File: src/trir_queue.sv
`timescale 1ns / 1ps
// ----------------------------------------------------------------------------
// trir_queue - two entry request queue
// Decouples the command front end from the interpolation back end.
// ----------------------------------------------------------------------------
module trir_queue #(
	parameter int unsigned W = 44
) (
	input  logic         clk,
	input  logic         arst_n,
	input  logic         push,
	input  logic [W-1:0] push_data,
	input  logic         pop,
	output logic [W-1:0] pop_data,
	output logic         empty
);
	logic [W-1:0] slot_q [2];
	logic         wptr_q;
	logic         rptr_q;
	logic [1:0]   cnt_q;

	assign empty    = (cnt_q == 2'd0);
	assign pop_data = slot_q[rptr_q];

	always_ff @(posedge clk) begin
		if (push && cnt_q != 2'd2)
			slot_q[wptr_q] <= push_data;
	end

	always_ff @(posedge clk or negedge arst_n) begin
		if (!arst_n) begin
			wptr_q <= 1'b0;
			rptr_q <= 1'b0;
			cnt_q  <= '0;
		end else begin
			if (push && cnt_q != 2'd2)
				wptr_q <= ~wptr_q;
			if (pop && !empty)
				rptr_q <= ~rptr_q;
			case ({push && cnt_q != 2'd2, pop && !empty})
				2'b10:   cnt_q <= cnt_q + 2'd1;
				2'b01:   cnt_q <= cnt_q - 2'd1;
				default: ;
			endcase
		end
	end

endmodule

File: config.mk
export PLATFORM = sky130hd
export DESIGN_NAME = trir_queue
export DESIGN_NICKNAME = d
export VERILOG_FILES = /design/src/trir_queue.sv
export SDC_FILE = /design/constraint.sdc
export NUM_CORES = 1
export LEC_CHECK = 0
export BUFFER_PORTS_ARGS = -buffer_cell sky130_fd_sc_hd__buf_2
export CAP_MARGIN = 5
export CORE_UTILIZATION = 40
export DETAILED_ROUTE_END_ITERATION = 10
export SYNTH_ARGS = -nofsm -noshare
export SYNTH_HDL_FRONTEND = slang
export SYNTH_SLANG_ARGS = --single-unit
File: constraint.sdc
create_clock -name clk -period 3.4 [get_ports clk]
set_input_delay 0.68 -clock clk [delete_from_list [all_inputs] [get_ports clk]]
set_output_delay 0.68 -clock clk [all_outputs]
set_load 0.05 [all_outputs]
==> impl_results.md, run 1 <==
* Die Y-Extent at 96.0 µm
* Total gr overflow at 0
* Yosys reg bits at 92
* Largest family of logic cells by synthesized area: multiplexers
* Max Root-Sink Buffers at 2
* Die W at 96.0 µm
* Max Fanout on Critical Path at 25
* Worst slew pin tran at 0.715 ns
* Fin Clk Skew at 0.00735 ns
* Rows at 33
* Post-CTS Resized at 0
* Worst Setup Start Kind: flop
* Area after DPL at 0.00413 mm²
* Flop-to-flop setup slack at 1.57 ns
* RR Startpoint: cnt_q[1]
* Final setup margin at 1.00 ns
* P per Cell Area at 986 mW/mm²
* Syn Nets at 204
* WL/cell at 15.5 µm
* Pleak at 1.72 nW
* Most numerous cell in the Yosys netlist: edfxtp_1
* Crit path DAT at 1.72 ns
* Final nets at 308
* Setup Buffers After CTS at 0
* Inserted Clock Buffers at 9
* Final TNS setup at 0 ns
* RR Endpoint: slot_q[1][13]
* Global-route wire length before repair at 8250 µm
* Unique masters post-synth at 12
* Area fraction in compound gates after synthesis at 0.248%
* DR vias/cell at 4.66
* Max transition margin at 52.2%
* Max-slew violations at 0
* Layout cells sized above 1 at 59.5%
* Pre-CTS WS at 1.26 ns
* Die ar. at 0.00922 mm²
* Area leader, netlist: edfxtp_1
* Final setup violation count at 0
* Via count at 1,718
* Routed wire length at 5730 µm
* Async SR Flop Fraction at 4.35%
* Top cells by count, synth: edfxtp_1, mux2_4, buf_6, mux2_1
* DR DRC count at 0
* Non-Filler Instances at 369
* H-tree lvl count at 3
* Pin count of the biggest net entering global routing at 26
* Initial Utilization at 42.2%
* Hpwl dp at 3930 µm
* Area Growth Syn to Fin at 21.8%
* RSZ-0062 raised after global routing: false
* Drt first pass iters at 4
* HP Class: primary input to async pin
* MaxCap Viol Count at 0
* Fillers at 702
* GPL Wtd Cong at 0.682
* Final-report hold violation count at 0
* Mux cell area share after synthesis at 18.1%
* Post-Synth Simple-Gate Area at 0.672%
* Crit path launch: rptr_q
* Sequential area share after synthesis at 77.5%
* Clk_lat worst skew at 0.35 ns
* Share of the synthesized area in the top cell type at 74.7%
* Main synth FF type: edfxtp_1
* Worst reg-to-reg path cell count at 4
* Fmax at 417 MHz
* Area contributors post-synth: edfxtp_1, mux2_4, dfrtp_1
* Initial antenna violation count at 0
* Vias in the first global route at 1,698
* Placed Cells at 353
* Synth Instances at 155
* Worst VDD drop at 0.000557 V
* Post-Synth Adder-Cell Area at 0.354%
* XOR/XNOR Fraction of Synth Area at 1.24%
* Global Route Usage Sum at 12.9%
* CORE AREA at 0.00838 mm²
* Crit end category: output port
* PortBufs at 92
* I/O Pins at 93
* Status: finished clean
* CP required at 2.72 ns
* Hold-fix buffers, CTS at 0
* CTS Root Cell: clkbuf_8
* Synthesized area per cell at 22.8 µm²
* Crit path kind: flop to output port
* Final non-filler cell area at 0.00431 mm²
* Minimum clock period at 2.40 ns
* Cell area after synthesis at 0.00354 mm²
* Period utilization at 70.5%
* Number of enable flip-flop cells after synthesis at 88
* DR iter-0 viols at 55
* Clock-pin slew on the worst setup and hold paths at 0.09 ns
* CTS sink count at 92
* Antenna Cells at 0
* Synth warn at 0
* Antenna Violating Nets Remaining at 0
* CTS tree: built
report_power, final:
group	switching (mW)	internal [mW]	total [mW]	leakage [nW]
combinational	1.36	0.628	1.98	0.779
clock	0.372	0.267	0.639	0.0797
sequential	0.0728	1.55	1.62	0.862
total	1.80	2.45	4.25	1.72
sequential cells by signal (all words and copies together) (netlist names):
name	flops
rptr_q	1
slot_q	88
wptr_q	1
cnt_q	2
worst max path at each step:
stage / endpoint / slack (ns)
final: pop_data[43] / 1.00
after global routing: pop_data[43] / 0.91
after CTS: pop_data[43] / 0.97
after detailed placement: slot_q[0][15] / 1.26
after global placement: slot_q[1][19] / 1.26
after floorplan: slot_q[0][0] / 0.34
per-layer routing:
layer	track usage (%)	vias to the layer above	part of all wire, %
met5	0	-	0
met1	15.6	827	42
met4	7.09	0	1.9
met3	4.27	12	7.9
li1	-	810	-
met2	20.3	69	49
cell families after synthesis:
family                   after synthesis
flip-flops                            92
multiplexers                          44
buffers and inverters                  7
XOR/XNOR                               5
AND/OR/NAND/NOR                        5
AO/OA/AOI/OAI                          1
adder cells (fa/ha/maj)                1
cells in the final DEF (no fill, tap or decap), drive strengths merged:
| cell type | synthesis | routed |
|---|---|---|
| buf | 5 | 98 |
| clkbuf | 0 | 9 |
| clkinv | 0 | 2 |
| clkinvlp | 0 | 3 |
| dfrtp | 4 | 4 |
| edfxtp | 88 | 88 |
| ha | 1 | 1 |
| inv | 2 | 4 |
| mux2 | 44 | 44 |
| nor2 | 4 | 4 |
| nor2b | 1 | 1 |
| o21ai | 1 | 1 |
| xnor2 | 4 | 4 |
| xor2 | 1 | 1 |
stage by stage:
step	hold slack (ns)	utilization (%)	power [mW]
finish	0.118	51.4	4.25
global route	0.102	51.4	4.43
CTS	0.103	51.4	4.30
detailed placement	0.494	49.3	3.66
global placement	0.492	49.3	3.64
floorplan	0.384	-	3.31
critical path, stage by stage (launching register included):
cell	delay (ns)
dfrtp_2	0.36
buf_4	0.40
mux2_1	0.37
buf_2	0.22
cell type report:
cell class	count	area [µm²]	area share [%]
clock buffers	9	124	2.88
repair buffers	98	505	11.7
well taps	105	131	3.05
flip-flops and latches	92	2740	63.7
multi-input cells	56	746	17.3
clock inverters	7	48.8	1.13
inverters	2	7.51	0.174
Power figures use the tool's default switching activity.
==> inputs of run 2 (changes only) <==
Clock period 3.4 ns to 2.31 ns, I/O delays scaled along.
==> run 2 against run 1 <==
Effect of this change:
- register-to-register slack worse by 0.73 ns
- clock power up 33%
- cell area up 0.41%
==> impl_results.md, run 2 (synthesis results as in run 1) <==
* Status: finished clean
* Layout cells sized above 1 at 57.7% (-1.7 points)
* RR Startpoint: cnt_q[0]
* Commonest non-fill, non-tap cells in the layout: buf_2, edfxtp_1, mux2_4
* CTS sink count at 92 (unchanged)
* CORE AREA at 0.00838 mm² (unchanged)
* Clock-pin slew on the worst setup and hold paths at 0.08 ns (about the same)
* Comb pwr share at 47.2% (+0.5 points)
* Flop-to-flop setup slack at 0.84 ns (-0.73 ns)
* Hold path startpoint: push_data[34]
* MaxCap Viol Count at 0 (unchanged)
* Global Route Usage Sum at 13.4% (+0.57 points)
* WL/cell at 15.1 µm (-2.6%)
* RSZ-0062 raised after global routing: false
* Rows at 33 (unchanged)
* Worst Setup Start Kind: flop
* Pin count of the biggest net entering global routing at 29 (+12%)
* I/O Pins at 93 (unchanged)
* Pleak at 1.74 nW (+0.84%)
* Initial Utilization at 42.2% (unchanged)
* Total power after layout at 6.21 mW (+46%)
* Max transition margin at 74.4% (+22 points)
* P per Cell Area at 1440 mW/mm² (+46%)
* Hold-fix buffers, CTS at 1 (+1)
* Biggest regs: slot_q: 88 flops, cnt_q: 2 flops
* Worst slew pin tran at 0.384 ns (-0.331 ns)
* Final nets at 310 (+0.65%)
* Drt first pass iters at 3 (-1)
* Cell Int Power at 3.63 mW (+48%)
* Via count at 1,705 (-0.76%)
* Crit path kind: flop to output port
* Post-CTS Resized at 0 (unchanged)
* Total gr overflow at 0 (unchanged)
* Vias in the first global route at 1,793 (+5.6%)
* Final setup violation count at 0 (unchanged)
* Largest Register: slot_q
* Switching share of total power at 41.6% (-0.84 points)
* CP required at 1.85 ns (-0.87 ns)
* Antenna Violating Nets Remaining at 0 (unchanged)
* Global-route wire length before repair at 8690 µm (+5.4%)
* Period utilization at 92.4%
* Fin Clk Skew at 0.00419 ns (-0.00316 ns)
* DR iter-0 viols at 50 (-9.1%)
* Setup Buffers After CTS at 0 (unchanged)
* Clk_lat worst skew at 0.34 ns (about the same)
* Antenna Cells at 0 (unchanged)
* Die Y-Extent at 96.0 µm (unchanged)
* Die W at 96.0 µm (unchanged)
* Final-report hold violation count at 0 (unchanged)
* Placed Cells at 354 (+0.28%)
* Most common cell after layout, fill and taps aside: buf_2
* Initial antenna violation count at 0 (unchanged)
* Part of the power in registers at 39.1% (+0.9 points)
* HP Class: primary input to flop
* Crit end category: output port
* Non-Filler Instances at 370 (+0.27%)
* Inserted Clock Buffers at 9 (unchanged)
* DR vias/cell at 4.61 (-1.0%)
* Area Growth Syn to Fin at 22.2%
* Hold Path Stages at 1
* Worst hold margin at 0.306 ns (+0.187 ns)
* Max reg flops at 88 (unchanged)
* Die ar. at 0.00922 mm² (unchanged)
* Fillers at 695 (-1.0%)
* CTS tree: built
* Max-slew violations at 0 (unchanged)
* RR Endpoint: cnt_q[1]
* Hpwl dp at 3860 µm (-1.7%)
* WHS Endpoint: slot_q[0][34]
* Max Root-Sink Buffers at 2 (unchanged)
* GPL Wtd Cong at 0.682 (about the same)
* Crit path DAT at 1.67 ns (-0.05 ns)
* Routed wire length at 5600 µm (-2.3%)
* Fmax at 469 MHz
* H-tree lvl count at 3 (unchanged)
* Max Fanout on Critical Path at 9 (-64%)
* Net switching power at 2.58 mW (+43%)
* DR DRC count at 0 (unchanged)
* Worst VDD drop at 0.000693 V (+24%)
* PortBufs at 92 (unchanged)
* Clock share of power at 13.7% (-1.4 points)
* Worst reg-to-reg path cell count at 4 (unchanged)
* Minimum clock period at 2.13 ns
* CTS Root Cell: clkbuf_8
run 2: cell types whose count changed in the layout (fill, tap and decap cells not counted), sizes merged:
cell	delta
clkinv	+3
inv	-2
dlygate4sd3	+1
clkbuf	+1
clkinvlp	-3
buf	+1
run 2: power by group through the flow:
stage / sequential [mW] / clock [mW] / combinational [mW]
5_1_grt: 2.47 / 0.970 / 3.10
6_report: 2.43 / 0.852 / 2.93
4_1_cts: 2.44 / 0.897 / 2.99
3_3_place_gp: 2.47 / 0 / 2.96
3_5_place_dp: 2.47 / 0 / 2.98
2_1_floorplan: 2.42 / 0 / 2.45
run 2: per-layer routing:
metal  share of wire, %  vias up  global-route usage, %
met4                1.4        0                   5.97
li1                   -      815                      -
met2                 49       60                   21.3
met3                7.9        8                   6.00
met1                 42      822                   15.7
met5                  0        -                      0
run 2: cell type report:
type	count	area [µm²]	share of cell area, %
tap	105	131	3.04
multi-input combinational	56	746	17.2
clock inverter	5	20.0	0.463
sequential	92	2740	63.5
inverter	2	7.51	0.174
timing repair buffer	100	548	12.7
clock buffer	10	128	2.95
run 2: worst max-delay path by stage:
stage / from / to / slack, ns
5_1_grt: rptr_q / pop_data[30] / 0.08
3_5_place_dp: rptr_q / pop_data[36] / 0.51
2_1_floorplan: push / slot_q[0][0] / -0.53
3_3_place_gp: rptr_q / pop_data[34] / 0.54
4_1_cts: rptr_q / pop_data[36] / 0.12
6_report: rptr_q / pop_data[36] / 0.18
run 2: through the flow:
step                cell area (µm²)  utilization [%]  setup TNS [ns]  setup WS (ns)
finish                         4320             51.6               0          0.176
detailed placement             4170             49.7               0          0.513
CTS                            4320             51.6               0          0.124
floorplan                      3540                -          -46.52         -0.529
global placement               4170             49.7               0          0.537
global route                   4320             51.6               0         0.0761
run 2: worst max-delay path: stages, from the launching register on:
cell and delay, ns:
dfrtp_2 0.55, buf_4 0.26, mux2_4 0.31, buf_2 0.21
==> inputs of run 3 (changes only) <==
Settings changed: ABC_AREA from default to 1, CTS_BUF_LIST from default to sky130_fd_sc_hd__clkbuf_2.
==> run 3 against run 2 <==
Effect of this change:
- register-to-register slack got worse by 0.05 ns
- setup slack got worse by 0.039 ns
- combinational power grew 8.2%
- count of clock-buffer cells in the layout fell by 1
- area after synthesis down 1.3%
- critical path type unchanged
- global-route usage up 0.67 points
- first-iteration DRC count down 2.0%
==> impl_results.md, run 3 <==
* CTS sink count at 92 (unchanged)
* Die ar. at 0.00910 mm² (-1.3%)
* Area of the multi-input gates at 619 µm² (-17%)
* Part of the power in registers at 38.4% (-0.7 points)
* Die Y-Extent at 95.4 µm (-0.66%)
* WL/cell at 12.8 µm (-15%)
* Rows at 33 (unchanged)
* Antenna Cells at 0 (unchanged)
* Die W at 95.4 µm (-0.66%)
* Global Route Usage Sum at 14.1% (+0.67 points)
* Final-report hold violation count at 0 (unchanged)
* Max reg flops at 88 (unchanged)
* Sequential area share after synthesis at 78.6% (+1.1 points)
* Top cells by count, synth: nand2_1, edfxtp_1, nand2_2, inv_1, buf_6
* Comb pwr share at 51.2% (+4.0 points)
* Yosys reg bits at 92 (unchanged)
* Max-slew violations at 0 (unchanged)
* Unique masters post-synth at 14 (+2)
* CORE AREA at 0.00834 mm² (-0.49%)
* Initial Utilization at 41.8% (-0.36 points)
* Final nets at 413 (+33%)
* Total gr overflow at 0 (unchanged)
* Net switching power at 3.05 mW (+18%)
* Pre-CTS WS at 0.634 ns (+0.121 ns)
* Final TNS setup at 0 ns (unchanged)
* GPL Wtd Cong at 0.741 (+8.7%)
* Antenna Violating Nets Remaining at 0 (unchanged)
* Switching share of total power at 49.2% (+7.7 points)
* Synthesized area per cell at 13.4 µm² (-41%)
* DR DRC count at 0 (unchanged)
* Area leader, netlist: edfxtp_1
* Fin Clk Skew at 0.0136 ns (+0.00938 ns)
* Minimum clock period at 2.17 ns (+0.0395 ns)
* Crit end category: output port
* Worst slew pin tran at 0.342 ns (-0.0421 ns)
* Area Growth Syn to Fin at 21.2%
* Commonest non-fill, non-tap cells in the layout: nand2_1, edfxtp_1, buf_2
* Cell area after synthesis at 0.00349 mm² (-1.3%)
* Max Root-Sink Buffers at 2 (unchanged)
* Layout cells sized above 1 at 34.7% (-23 points)
* Most common cell after layout, fill and taps aside: nand2_1
* Share of the synthesized area in the top cell type at 75.7% (+1.0 points)
* Inserted Clock Buffers at 9 (unchanged)
* Period utilization at 94.1% (+1.7 points)
* Largest Register: slot_q
* Biggest regs: slot_q: 88 flops, cnt_q: 2 flops
* Synth warn at 0 (unchanged)
* Reg area at 0.00274 mm² (unchanged)
* PortBufs at 92 (unchanged)
* Synth Instances at 261 (+68%)
* H-tree lvl count at 3 (unchanged)
* Status: finished clean
* Most numerous cell in the Yosys netlist: nand2_1
* Final setup violation count at 0 (unchanged)
* Worst VDD drop at 0.000671 V (-3.1%)
* Pleak at 1.85 nW (+6.8%)
* Pin count of the biggest net entering global routing at 46 (+59%)
* CTS Root Cell: clkbuf_2
* Vias in the first global route at 2,041 (+14%)
* Clock-pin slew on the worst setup and hold paths at 0.23 ns (+0.15 ns)
* MaxCap Viol Count at 0 (unchanged)
* I/O Pins at 93 (unchanged)
* Drt first pass iters at 4 (+1)
* Routed wire length at 6070 µm (+8.4%)
* DR iter-0 viols at 49 (-2.0%)
* Max transition margin at 77.2% (+2.8 points)
* Area contributors post-synth: edfxtp_1, nand2_1, dfrtp_1
* Crit path kind: flop to output port
* Worst hold margin at 0.137 ns (-0.169 ns)
* Cell Int Power at 3.14 mW (-13%)
* Initial antenna violation count at 0 (unchanged)
* Max Fanout on Critical Path at 45 (+36)
* Main synth FF type: edfxtp_1
* Number of enable flip-flop cells after synthesis at 88 (unchanged)
* DR vias/cell at 4.47 (-2.9%)
* Clock share of power at 10.4% (-3.3 points)
* RSZ-0062 raised after global routing: false
* Global-route wire length before repair at 9380 µm (+7.9%)
* Clk_lat worst skew at 0.49 ns (+0.15 ns)
* Fmax at 460 MHz (-1.8%)
* Worst Setup Start Kind: flop
* Async SR Flop Fraction at 4.35% (unchanged)
* CP required at 1.85 ns (about the same)
* CTS tree: built
* P per Cell Area at 1460 mW/mm² (+1.9%)
* Hpwl dp at 3940 µm (+2.2%)
* Fillers at 763 (+9.8%)
* Via count at 2,121 (+24%)
* HP Class: primary input to flop
* Syn Nets at 310 (+52%)
* Crit path DAT at 1.71 ns (+0.04 ns)
* Final setup margin at 0.137 ns (-0.0395 ns)
==> run 3: critical path, cell delays in order, from the launching register on <==
cell and delay, ns:
dfrtp_2 0.48, buf_12 0.15, inv_16 0.13, nand2_1 0.08, nand2_1 0.07, buf_2 0.26
==> run 3: final timing paths <==
kind | end | startpoint | cells past startpoint | slack (ns)
worst max-delay path | pop_data[19] | rptr_q | 5 | 0.14
worst min register to register | wptr_q | wptr_q | 2 | 0.51
max in group asynchronous | rptr_q | arst_n | 2 | 1.91
worst max register to register | slot_q[0][26] | cnt_q[0] | 5 | 0.79
worst min-delay path | slot_q[0][37] | push_data[37] | 1 | 0.14
min in group asynchronous | rptr_q | arst_n | 2 | 0.26
==> run 3: kinds of logic after synthesis <==
group                      synth area share (%)
adders and majority gates                 0.358
buffers and inverters                      3.87
and+or+nand+nor                            16.9
DFF                                        78.6
xor gates and xnor gates                  0.251
==> run 3: layer usage <==
layer	wire [µm]	share of wire (%)	up-vias	track usage (%)
met5	0	0	-	0
met4	89	1.5	0	5.60
met3	364	6.0	10	3.83
met2	2840	47	73	23.2
met1	2780	46	964	17.7
li1	-	-	1074	-
==> run 3: layout make-up <==
class	count	share of cell area, %
clock buffer	9	1.07
clock inverter	7	1.01
inverter	9	1.18
multi-input combinational	151	14.6
sequential	92	64.9
tap	105	3.11
timing repair buffer	101	14.1
==> run 3: power by group through the flow <==
stage	clock network (mW)	logic (mW)	registers (mW)
2_1_floorplan	0	2.45	2.40
3_3_place_gp	0	3.06	2.43
6_report	0.645	3.17	2.37
5_1_grt	0.735	3.43	2.41
3_5_place_dp	0	3.06	2.44
4_1_cts	0.680	3.07	2.40
==> run 3: metrics by stage <==
stage | util [%] | power, mW | cells | instance area [µm²]
floorplan | - | 4.85 | 261 | 3490
global placement | 48.8 | 5.48 | 455 | 4070
detailed placement | 48.8 | 5.50 | 455 | 4070
CTS | 49.9 | 6.15 | 472 | 4160
global route | 50.7 | 6.57 | 474 | 4230
finish | 50.7 | 6.19 | 474 | 4230
==> run 3: timing repair <==
| action | 4_1_cts | 5_1_grt |
|---|---|---|
| hold buffers | 1 | 0 |
| buffers inserted | 0 | 2 |
| endpoints found under the hold margin | 4 | 0 |
| endpoints found under the setup margin | 0 | 44 |
| gates resized for setup | 0 | 14 |
