==> config.mk <==
export PLATFORM = sky130hd
export DESIGN_NAME = trir_front
export DESIGN_NICKNAME = d
export VERILOG_FILES = /design/src/trir_pkg.sv /design/src/trir_front.sv
export SDC_FILE = /design/constraint.sdc
export NUM_CORES = 1
export LEC_CHECK = 0
export BUFFER_PORTS_ARGS = -buffer_cell sky130_fd_sc_hd__buf_2
export CAP_MARGIN = 5
export CORE_AREA = 2 2 194 196
export CTS_BUF_LIST = sky130_fd_sc_hd__clkbuf_8
export DETAILED_ROUTE_END_ITERATION = 8
export DIE_AREA = 0 0 196 198
export PLACE_DENSITY = 0.45
export SYNTH_ARGS = -nofsm -noshare
export SYNTH_HDL_FRONTEND = slang
export SYNTH_SLANG_ARGS = --single-unit
export TNS_END_PERCENT = 10
==> constraint.sdc <==
create_clock -name clk -period 3.6 [get_ports clk]
set_clock_uncertainty 0.1 [all_clocks]
set_input_delay 0.18 -clock clk [delete_from_list [all_inputs] [get_ports clk]]
set_output_delay 0.18 -clock clk [all_outputs]
set_load 0.1 [all_outputs]
==> src/trir_pkg.sv <==
`timescale 1ns / 1ps
// ----------------------------------------------------------------------------
// trir_pkg - shared types for the trajectory recorder / interpolator
// Sample and result records, command codes, back end states, field helpers.
// ----------------------------------------------------------------------------
package trir_pkg;

	typedef enum logic [1:0] {
		ACT_BEGIN  = 2'd0,
		ACT_RECORD = 2'd1,
		ACT_QUERY  = 2'd2,
		ACT_NONE   = 2'd3
	} action_t;

	typedef struct packed {
		logic [31:0]        time_us;
		logic signed [31:0] x;
		logic signed [31:0] y;
		logic signed [31:0] z;
		logic signed [15:0] yaw;
		logic signed [15:0] pitch;
		logic signed [15:0] roll;
		logic signed [31:0] speed;
	} sample_t;

	typedef struct packed {
		logic               found;
		logic [31:0]        time_us;
		logic signed [31:0] x;
		logic signed [31:0] y;
		logic signed [31:0] z;
		logic signed [15:0] yaw;
		logic signed [15:0] pitch;
		logic signed [15:0] roll;
		logic signed [31:0] speed;
		logic               overflowed;
	} result_t;

	typedef enum logic [3:0] {
		ST_IDLE,
		ST_RD0,
		ST_RDLAST,
		ST_RD1,
		ST_DIVG,
		ST_WDN,
		ST_WUP,
		ST_LDA,
		ST_DIVF,
		ST_MUL,
		ST_EMIT
	} bstate_t;

	// interpolation order of the fields
	localparam logic [2:0] FLD_X     = 3'd0;
	localparam logic [2:0] FLD_Y     = 3'd1;
	localparam logic [2:0] FLD_Z     = 3'd2;
	localparam logic [2:0] FLD_SPEED = 3'd3;
	localparam logic [2:0] FLD_YAW   = 3'd4;
	localparam logic [2:0] FLD_PITCH = 3'd5;
	localparam logic [2:0] FLD_ROLL  = 3'd6;
	localparam logic [2:0] FLD_LAST  = FLD_ROLL;

	localparam logic [4:0] DIV_LAST  = 5'd31;
	localparam logic [1:0] PH_LAST   = 2'd3;

	function automatic logic signed [33:0] field_base(sample_t s, logic [2:0] f);
		logic signed [33:0] v;
		case (f)
			FLD_X:     v = {{2{s.x[31]}}, s.x};
			FLD_Y:     v = {{2{s.y[31]}}, s.y};
			FLD_Z:     v = {{2{s.z[31]}}, s.z};
			FLD_SPEED: v = {{2{s.speed[31]}}, s.speed};
			FLD_YAW:   v = {{18{s.yaw[15]}}, s.yaw};
			FLD_PITCH: v = {{18{s.pitch[15]}}, s.pitch};
			FLD_ROLL:  v = {{18{s.roll[15]}}, s.roll};
			default:   v = '0;
		endcase
		return v;
	endfunction

	// B - A; yaw takes the short way round (wrapped to 16 bit)
	function automatic logic signed [33:0] field_diff(sample_t a, sample_t b,
			logic [2:0] f);
		logic [15:0]        w;
		logic signed [33:0] v;
		w = b.yaw - a.yaw;
		if (f == FLD_YAW)
			v = {{18{w[15]}}, w};
		else
			v = field_base(b, f) - field_base(a, f);
		return v;
	endfunction

endpackage

==> src/trir_front.sv <==
`timescale 1ns / 1ps
// ----------------------------------------------------------------------------
// trir_front - command front end
// Handles begin and record commands, writes samples, queues queries.
// ----------------------------------------------------------------------------
module trir_front #(
	parameter int unsigned DEPTH = 1024,
	parameter int unsigned AW    = 10,
	parameter int unsigned CW    = 11
) (
	input  logic                  clk,
	input  logic                  arst_n,
	input  logic                  accept,
	input  logic [1:0]            action,
	input  logic [31:0]           time_us,
	input  logic signed [31:0]    pos_x,
	input  logic signed [31:0]    pos_y,
	input  logic signed [31:0]    pos_z,
	input  logic signed [15:0]    yaw,
	input  logic signed [15:0]    pitch,
	input  logic signed [15:0]    roll,
	input  logic signed [31:0]    speed,
	input  logic                  cfg_wr,
	input  logic [15:0]           cfg_data,
	output logic                  wr_en,
	output logic [AW-1:0]         wr_addr,
	output trir_pkg::sample_t     wr_data,
	output logic                  q_push,
	output logic [31:0]           q_time,
	output logic [CW-1:0]         q_count,
	output logic                  q_ovf
);
	import trir_pkg::*;

	logic [15:0]   stride_q;
	logic [15:0]   steps_q;
	logic [CW-1:0] count_q;
	logic          rec_q;
	logic          ovf_q;

	logic [15:0]   steps_inc;
	logic          step_hit;
	logic          is_rec;
	logic          has_room;

	assign steps_inc = (steps_q == 16'hFFFF) ? steps_q : steps_q + 16'd1;
	assign step_hit  = steps_inc >= stride_q;
	assign is_rec    = accept && (action_t'(action) == ACT_RECORD) && rec_q;
	assign has_room  = count_q < CW'(DEPTH);

	assign wr_en   = is_rec && step_hit && has_room;
	assign wr_addr = count_q[AW-1:0];
	assign wr_data = '{time_us: time_us, x: pos_x, y: pos_y, z: pos_z,
		yaw: yaw, pitch: pitch, roll: roll, speed: speed};

	assign q_push  = accept && (action_t'(action) == ACT_QUERY);
	assign q_time  = time_us;
	assign q_count = count_q;
	assign q_ovf   = ovf_q;

	always_ff @(posedge clk or negedge arst_n) begin
		if (!arst_n) begin
			stride_q <= 16'd1;
			steps_q  <= '0;
			count_q  <= '0;
			rec_q    <= 1'b0;
			ovf_q    <= 1'b0;
		end else begin
			if (cfg_wr)
				stride_q <= cfg_data;
			if (accept) begin
				case (action_t'(action))
					ACT_BEGIN: begin
						count_q <= '0;
						ovf_q   <= 1'b0;
						steps_q <= stride_q;
						rec_q   <= 1'b1;
					end
					ACT_RECORD: begin
						if (rec_q) begin
							if (step_hit) begin
								steps_q <= '0;
								if (has_room)
									count_q <= count_q + CW'(1);
								else
									ovf_q <= 1'b1;
							end else begin
								steps_q <= steps_inc;
							end
						end
					end
					default: ;
				endcase
			end
		end
	end

endmodule

==> impl_metrics.py, run 1 <==
metrics = {
    "timing": {
        "finalCriticalPeriod_ns": 3.70,
        "timing.final.ws_setup_ns": -0.102,
        "slew_violations": 0,
        "setup_violations": 1,
        "rsz0062_at_grt": "yes",
        "hold_viol": 0,
        "max_freq_mhz": 270,
        "relSlewSlack": 0.510,
        "fin_crit_sh": 1.03,
        "worst_pin_slew_ns": 0.735,
    },
    "grt": {
        "grtUsageMet3": 0.0329,
        "busiest_layer": "met2",
        "met2_usage": 0.109,
        "first_global_vias": 3236,
        "grt_max_degree": 33,
        "grt_usage": 0.0677,
        "overflow": 0,
        "antenna_found_initial": 1,
        "met1_usage": 0.0674,
        "grt_pass1_wl_mm": 19.9,
    },
    "route": {
        "ant_nets": 0,
        "drt-initial-drc-count": 96,
        "vias": 3106,
        "drcViolationCount": 0,
        "vias_per_cell": 3.45,
        "wire_per_inst_um": 15.2,
        "wirelength_mm": 13.7,
        "first_pass_iters": 4,
    },
    "synthesis": {
        "synth_ff_type": "dfrtp_1",
        "avgSynthCellArea_um2": 8.12,
        "async_reset_ff_frac": 1.00,
        "seq_area_frac_synth": 0.238,
        "syn_inst": 584,
        "ys_types": 52,
        "ys_ff_latch": 45,
        "yosys_warnings": 0,
        "synth_edf_count": 0,
        "netlist_area_um2": 4740,
        "synth_nets": 832,
    },
    "cts": {
        "numCtsBuffers": 5,
        "cts.path.max_buffers": 2,
        "cts_tree": "done",
        "clock-sinks": 45,
        "root_buffer": "clkbuf_8",
        "clk_latency_ns": 0.31,
        "htreeDepth": 2,
        "clk_pin_slew_worst_paths_ns": 0.09,
    },
    "cells_and_area": {
        "syn_to_final_growth_pct": -8.05,
        "postLayoutCellArea_um2": 4360,
        "drive_above_1_share": 0.328,
        "fill_cells": 4281,
        "fin_nets": 674,
        "num_antenna_cells": 0,
    },
    "placement": {
        "io_buffers": 45,
        "post-place-ws_ns": -0.0262,
        "placed_area_um2": 3920,
        "gp_congestion": 0.778,
        "dp_hpwl_mm": 10.7,
    },
    "worst_hold_path": {
        "whs_path_depth": 3,
        "hold_path_class": "in -> reg",
        "min_from": "cfg_data[2]",
    },
    "power_and_ir_drop": {
        "p_per_area_nw_per_um2": 399,
        "fin_total_pwr_w": 0.00174,
        "leakagePower_nw": 1.81,
        "ir_worst_vdd_mv": 0.141,
    },
    "setup_path": {
        "crit_fanout": 3,
        "crit_chain": "nand4_1 -> buf_4 -> nor4_2 -> xnor2_1 -> nand2_1 -> ha_1 -> nand4_4 -> nor4_4 -> o31ai_2 -> and3_1 -> or3_4 -> clkinvlp_4 -> buf_12",
        "crit_slowest_cell": "dfrtp_1",
        "r2r-start": "steps_q[3]",
        "cp-startpoint": "steps_q[3]",
        "critPathCaptureType": "output pin",
        "worstRegToRegCells": 13,
        "critical_path_class": "reg -> out",
        "crit_path_max_incr_delay_ns": 0.38,
        "start_kind": "flip-flop",
        "crit_required_ns": 3.32,
        "arrival_ns": 3.42,
    },
    "run": {
        "cap_viol_max_count": 0,
    },
    "die": {
        "core_area_um2": 37000,
        "die_x_um": 196,
        "start_util": 0.128,
        "die_y_um": 198,
        "die_area_um2": 38800,
        "num_rows": 71,
        "ios": 494,
    },
    "run_status": {
        "status": "finished, violations left",
        "violations": "negative setup slack",
    },
}
[cells by family (layout without fill, tap and decap cells)]
group,after synthesis,after routing,share of synthesized area
xor gates and xnor gates,11,11,0.0203
buffers and inverters,287,130,0.427
and+or+nand+nor,124,124,0.128
AOI/OAI and AO/OA,96,96,0.132
DFF,45,45,0.238
muxes,3,3,0.00712
adders and majority gates,18,18,0.0475
[sequential cells by signal, summed over array words and instances, names as in the netlist]
| name | count |
|---|---|
| q_count | 11 |
| q_ovf | 1 |
| rec_q | 1 |
| steps_q | 16 |
| stride_q | 16 |
[worst paths after layout]
check,end,slack (ns)
setup / recovery,wr_en,-0.10
hold / removal,stride_q[2],0.002
setup reg to reg,q_count[5],0.07
hold reg to reg,rec_q,0.42
max in group asynchronous,stride_q[0],2.40
min in group asynchronous,q_count[6],0.22
[critical path, delay by kind of cell (launching register included)]
family / cells / cell delay, ns
AO/OA/AOI/OAI: 1 / 0.12
XOR/XNOR: 1 / 0.16
adder cells (fa/ha/maj): 1 / 0.34
buffers and inverters: 3 / 0.46
flip-flops: 1 / 0.38
AND/OR/NAND/NOR: 7 / 1.63
[metal layers]
metal	up-vias	part of all wire
li1	1375	-
met1	1407	0.36
met2	209	0.45
met3	113	0.12
met4	2	0.072
met5	-	0.00095
[cell usage after synthesis, types with 6 or more instances]
master | instances | area [um^2]
a21oi_1 | 27 | 135
and3_1 | 8 | 50.1
buf_4 | 250 | 1880
clkbuf_1 | 14 | 52.6
dfrtp_1 | 44 | 1100
ha_1 | 18 | 225
inv_1 | 20 | 75.1
nand2_1 | 41 | 154
nand3_1 | 14 | 70.1
nor2_1 | 28 | 105
o21ai_0 | 23 | 115
o31ai_1 | 15 | 113
xnor2_1 | 6 | 52.6
[final cells by class]
type	count	area, um^2	area share
Clock buffer	6	82.6	0.0189
Clock inverter	2	33.8	0.00775
Inverter	20	78.8	0.0181
Multi-Input combinational cell	252	1750	0.402
Sequential cell	45	1130	0.259
Tap cell	474	593	0.136
Timing Repair Buffer	102	692	0.159
[what timing repair did]
item                       4_1_cts  5_1_grt
resized for setup               16        7
hold buffers                     8        0
buffers inserted                16        2
setup endpoints to repair        3       29
pin swaps                       11        3
cloned                           0        0
hold endpoints to repair        20        0
[power by group]
group | internal [W] | switching, W
Clock | 0.000224 | 0.000186
Sequential | 0.000564 | 0.0000538
Combinational | 0.000254 | 0.000460
Total | 0.00104 | 0.000699
[per-stage QoR]
step / TNS [ns] / utilization / hold slack, ns / std cells
6_report: -0.102 / 0.118 / 0.00227 / 901
5_1_grt: -1.77 / 0.118 / 0.00874 / 901
4_1_cts: -0.165 / 0.117 / 0.0112 / 899
3_5_place_dp: -0.0266 / 0.106 / 0.00646 / 867
3_3_place_gp: 0 / 0.106 / 0.00465 / 867
2_1_floorplan: 0 / - / -0.216 / 584
[cell usage in the layout (no fill, tap or decap), types with 5 or more instances in the layout]
cell type	instances
a21oi_1	27
and3_1	6
buf_2	44
buf_4	48
clkbuf_8	6
dfrtp_1	43
dlygate4sd3_1	8
ha_1	15
inv_1	20
nand2_1	39
nand3_1	10
nor2_1	28
o21ai_0	23
o31ai_1	11
xnor2_1	6
xor2_1	5
Power figures use the tool's default switching activity.
==> run 2, diff against run 1 <==
Settings changed: CORE_AREA 2 2 194 196 to 2 2 190 192, DIE_AREA 0 0 196 198 to 0 0 192 194, PLACE_DENSITY 0.45 to 0.46.
==> run 2 against run 1 <==
  * The run ends with negative hold slack, negative setup slack left
  * Clock power increased by 1%
  * Die area decreased by 4.0%
  * Sequential share of layout area shrank 0.15 points
  * Via count shrank 0.39%
  * Count of clock-buffer cells in the layout unchanged
  * Global-route usage rose by 0.24 points
  * Cell count decreased by 2.4%
  * Critical path type unchanged
  * Critical endpoint unchanged
  * Largest cell class unchanged
==> impl_metrics.py, run 2 (synthesized netlist as in run 1, its figures left out) <==
metrics = {
    "route": {
        "drt-initial-drc-count": 118,
        "wire_per_inst_um": 15.5,
        "vias_per_cell": 3.52,
        "wirelength_mm": 13.7,
        "first_pass_iters": 5,
        "ant_nets": 0,
        "drcViolationCount": 0,
        "vias": 3094,
    },
    "timing": {
        "worst_hold_slack_ns": -0.0536,
        "timing.final.ws_setup_ns": -0.109,
        "worst_pin_slew_ns": 1.08,
        "fin_crit_sh": 1.03,
        "slew_violations": 0,
        "setup_violations": 1,
        "rsz0062_at_grt": "yes",
        "relSlewSlack": 0.279,
        "finalCriticalPeriod_ns": 3.71,
        "hold_viol": 44,
        "max_freq_mhz": 270,
    },
    "cts": {
        "clk_latency_ns": 0.31,
        "numCtsBuffers": 5,
        "cts.path.max_buffers": 2,
        "cts_tree": "done",
        "root_buffer": "clkbuf_8",
        "clock-sinks": 45,
        "htreeDepth": 2,
        "clk_pin_slew_worst_paths_ns": 0.09,
    },
    "setup_path": {
        "critPathCaptureType": "output pin",
        "start_kind": "flip-flop",
        "path_buf_inv": 3,
        "crit_path_max_incr_delay_ns": 0.43,
        "crit_family": "simple AND/OR/NAND/NOR gates",
        "critPathMostFrequentCell": "and3_4",
        "critical_path_class": "reg -> out",
        "crit_required_ns": 3.32,
        "arrival_ns": 3.43,
        "crit_chain": "ha_2 -> and2_4 -> and3_4 -> and3_4 -> mux2_4 -> ha_4 -> nand4_4 -> buf_6 -> nor3_4 -> a211oi_1 -> and3_4 -> or3_4 -> clkinvlp_4 -> buf_12",
        "crit_slowest_cell": "dfrtp_1",
        "crit_fanout": 5,
    },
    "die": {
        "die_y_um": 194,
        "start_util": 0.135,
        "die_x_um": 192,
        "core_area_um2": 35200,
        "num_rows": 69,
        "die_area_um2": 37200,
        "ios": 494,
    },
    "power_and_ir_drop": {
        "p_per_area_nw_per_um2": 402,
        "ir_worst_vdd_mv": 0.334,
        "fin_total_pwr_w": 0.00177,
        "leakagePower_nw": 1.80,
    },
    "placement": {
        "dp_hpwl_mm": 10.5,
        "gp_congestion": 0.775,
        "io_buffers": 45,
    },
    "grt": {
        "antenna_found_initial": 2,
        "grt_max_degree": 46,
        "overflow": 0,
        "grt_usage": 0.0701,
        "grt_pass1_wl_mm": 19.6,
        "first_global_vias": 3145,
    },
    "cells_and_area": {
        "fin_nets": 665,
        "syn_to_final_growth_pct": -7.41,
        "layout_common_cells": "buf_2 (44), dfrtp_1 (42), buf_4 (41)",
        "num_antenna_cells": 0,
        "final_common_cell": "buf_2",
        "drive_above_1_share": 0.347,
        "fill_cells": 4063,
        "utilization": 0.125,
    },
    "worst_hold_path": {
        "hold_path_class": "in -> async",
    },
    "run_status": {
        "status": "finished, violations left",
        "violations": "negative hold slack, negative setup slack",
    },
    "run": {
        "cap_viol_max_count": 0,
    },
}
[run 2: area by class of cell]
| class | count | area [um^2] | share of cell area |
|---|---|---|---|
| clock buffer | 6 | 82.6 | 0.0188 |
| clock inverter | 2 | 33.8 | 0.00769 |
| inverter | 20 | 78.8 | 0.0179 |
| multi-input combinational | 252 | 1860 | 0.423 |
| sequential | 45 | 1130 | 0.257 |
| tap | 461 | 577 | 0.131 |
| timing repair buffer | 93 | 632 | 0.144 |
[run 2: metrics by stage]
| stage | worst slack, ns | cells | TNS [ns] | hold WS [ns] | cell area, um^2 |
|---|---|---|---|---|---|
| after floorplan | 0.0132 | 584 | 0 | -0.216 | 4820 |
| after global placement | -0.0393 | 846 | -0.0550 | 0.261 | 3860 |
| after detailed placement | -0.0668 | 846 | -0.218 | 0.261 | 3860 |
| after CTS | -0.0505 | 872 | -0.0505 | 0.0113 | 4180 |
| after global routing | -0.246 | 879 | -1.29 | 0.00935 | 4390 |
| final | -0.109 | 879 | -0.109 | -0.0536 | 4390 |
[run 2: metal layers]
metal	GRT usage	vias to the layer above	wire, um
met2	0.112	212	6370
met5	0	-	27
met3	0.0331	111	1610
met1	0.0699	1400	4710
met4	0.0554	4	943
li1	-	1367	-
[run 2: timing repair]
action | in CTS | in global routing
hold buffers | 3 | 0
gates resized for setup | 14 | 29
setup buffers | 15 | 7
hold endpoints to repair | 3 | 0
setup endpoints to repair | 12 | 27
pin swaps | 9 | 13
[run 2: path summary, 6_finish.rpt]
| kind | end | slack (ns) | cells after the start | from |
|---|---|---|---|---|
| max in group asynchronous | steps_q[0] | 2.70 | 1 | arst_n |
| max | wr_en | -0.11 | 14 | steps_q[1] |
| min in group clk | stride_q[10] | 0 | 3 | cfg_data[10] |
| min | q_count[6] | -0.05 | 1 | arst_n |
| max reg2reg | steps_q[8] | 0.01 | 15 | steps_q[1] |
| min reg2reg | rec_q | 0.43 | 2 | rec_q |
[run 2: power by group]
| group | total, W | switching, W | internal, W | leakage, nW |
|---|---|---|---|---|
| logic | 0.000729 | 0.000471 | 0.000258 | 1.18 |
| registers | 0.000621 | 0.0000562 | 0.000565 | 0.558 |
| clock network | 0.000415 | 0.000191 | 0.000224 | 0.0626 |
==> run 3, diff against run 2 <==
Settings changed: CORE_AREA 2 2 190 192 to 5 5 188 190, DIE_AREA 0 0 192 194 to 0 0 193 195, PLACE_DENSITY 0.46 to 0.48.
==> run 3 against run 2 <==
  * The run ends with negative setup slack left
  * Cell area decreased by 4.0%
  * Sequential share of layout area is 1.0 points higher
  * Power shrank 5.7%
  * Critical endpoint unchanged
  * Highest routed layer unchanged
==> impl_metrics.py, run 3 (synthesized netlist as in run 1, its figures left out) <==
metrics = {
    "setup_path": {
        "cp-startpoint": "steps_q[1]",
        "critical_path_class": "reg -> out",
        "critPathCaptureType": "output pin",
        "start_kind": "flip-flop",
        "crit_required_ns": 3.32,
        "r2r-start": "steps_q[1]",
        "arrival_ns": 3.39,
        "crit_fanout": 6,
    },
    "timing": {
        "rsz0062_at_grt": "yes",
        "setup_violations": 1,
        "finalCriticalPeriod_ns": 3.67,
        "relSlewSlack": 0.269,
        "timing.final.ws_setup_ns": -0.0676,
        "slew_violations": 0,
        "worst_pin_slew_ns": 1.10,
        "fin_crit_sh": 1.02,
        "hold_viol": 0,
        "max_freq_mhz": 273,
    },
    "worst_hold_path": {
        "hold_path_class": "in -> reg",
        "min_from": "cfg_data[5]",
    },
    "power_and_ir_drop": {
        "p_per_area_nw_per_um2": 395,
        "p_sw_frac": 0.422,
        "combPwrFrac": 0.420,
        "ir_worst_vdd_mv": 0.288,
        "power_frac_seq": 0.371,
        "intPower_w": 0.000963,
        "leakagePower_nw": 1.72,
        "p_sw_w": 0.000702,
        "pwr-share-clk": 0.209,
        "fin_total_pwr_w": 0.00166,
    },
    "die": {
        "start_util": 0.143,
        "core_area_um2": 33300,
        "ios": 494,
        "num_rows": 67,
        "die_area_um2": 37600,
        "die_x_um": 193,
        "die_y_um": 195,
    },
    "cells_and_area": {
        "postLayoutCellArea_um2": 4220,
        "drive_above_1_share": 0.321,
        "fin_nets": 658,
        "final_cell_count_no_fill": 860,
        "syn_to_final_growth_pct": -11.1,
        "layout_common_cells": "buf_2 (44), dfrtp_1 (44), nand2_1 (40)",
    },
    "route": {
        "drt-initial-drc-count": 158,
        "vias": 3074,
        "drcViolationCount": 0,
        "wire_per_inst_um": 15.6,
        "vias_per_cell": 3.57,
        "first_pass_iters": 4,
        "wirelength_mm": 13.5,
        "ant_nets": 0,
    },
    "placement": {
        "placed_area_um2": 3830,
        "io_buffers": 45,
        "post-place-ws_ns": 0.0167,
        "gp_congestion": 0.811,
        "dp.cells": 831,
        "dp_hpwl_mm": 10.4,
    },
    "run": {
        "cap_viol_max_count": 0,
    },
    "cts": {
        "clk_latency_ns": 0.31,
        "clock-sinks": 45,
        "clk_pin_slew_worst_paths_ns": 0.09,
        "htreeDepth": 2,
        "root_buffer": "clkbuf_8",
        "cts_tree": "done",
        "cts.path.max_buffers": 2,
        "numCtsBuffers": 5,
    },
    "grt": {
        "first_global_vias": 3124,
        "antenna_found_initial": 3,
        "overflow": 0,
        "grt_pass1_wl_mm": 19.4,
        "grt_usage": 0.0676,
        "grt_max_degree": 46,
    },
    "run_status": {
        "violations": "negative setup slack",
        "status": "finished, violations left",
    },
}
==> run 3: cell count changes in the layout (fill, tap and decap cells not counted), sizes merged <==
cell,change
buf,-8
bufinv,-1
clkinv,+2
diode,+1
dlygate4sd3,+1
inv,-1
==> run 3: worst paths after layout <==
kind                                to  slack [ns]  cells past startpoint
min reg2reg                steps_q[10]        0.42                      2
max reg2reg                 q_count[5]        0.08                     14
min in group asynchronous   q_count[7]        0.53                      2
max in group asynchronous  stride_q[1]        2.21                      2
max                              wr_en       -0.07                     12
min                        stride_q[5]       0.003                      3
==> run 3: critical path, stage by stage (launching register included) <==
cell,delay (ns)
dfrtp_1,0.42
ha_2,0.20
and2_4,0.18
a311o_2,0.40
xnor2_1,0.15
ha_1,0.31
nand4_1,0.17
nor4_4,0.36
o31ai_4,0.12
and3_4,0.17
or3_4,0.36
clkinvlp_4,0.09
buf_12,0.16
==> run 3: power groups by stage <==
stage                     Sequential, W  Combinational, W  Clock (W)
after floorplan                0.000703           0.00164          0
after global placement         0.000627          0.000634          0
after detailed placement       0.000627          0.000635          0
after CTS                      0.000614          0.000682   0.000369
after global routing           0.000628          0.000771   0.000386
final                          0.000618          0.000699   0.000348
==> run 3: layer usage <==
| metal | global-route usage | share of wire | vias up |
|---|---|---|---|
| met3 | 0.0325 | 0.12 | 108 |
| met1 | 0.0685 | 0.35 | 1413 |
| met4 | 0.0459 | 0.071 | 4 |
| li1 | - | - | 1351 |
| met2 | 0.110 | 0.46 | 198 |
| met5 | 0 | 0.0015 | - |
==> run 3: per-stage QoR <==
stage               utilization  TNS (ns)  hold WS [ns]
finish                    0.127   -0.0676       0.00339
global route              0.127    -0.667        0.0164
detailed placement        0.115         0         0.261
CTS                       0.124   -0.0841       0.00731
floorplan                     -         0        -0.216
global placement          0.115         0         0.261
==> run 3: layout make-up <==
class / instances / area, um^2
Fill cell: 3816 / 29100
Multi-Input combinational cell: 252 / 1780
Sequential cell: 45 / 1130
Timing Repair Buffer: 86 / 574
Tap cell: 448 / 561
Clock buffer: 6 / 82.6
Inverter: 20 / 78.8
Clock inverter: 2 / 13.8
Antenna cell: 1 / 2.50
==> run 3: what timing repair did <==
action	CTS	global route
gates resized for setup	9	18
pin swaps	8	13
buffers inserted	13	3
hold buffers	4	0
hold endpoints to repair	9	0
setup endpoints to repair	1	26
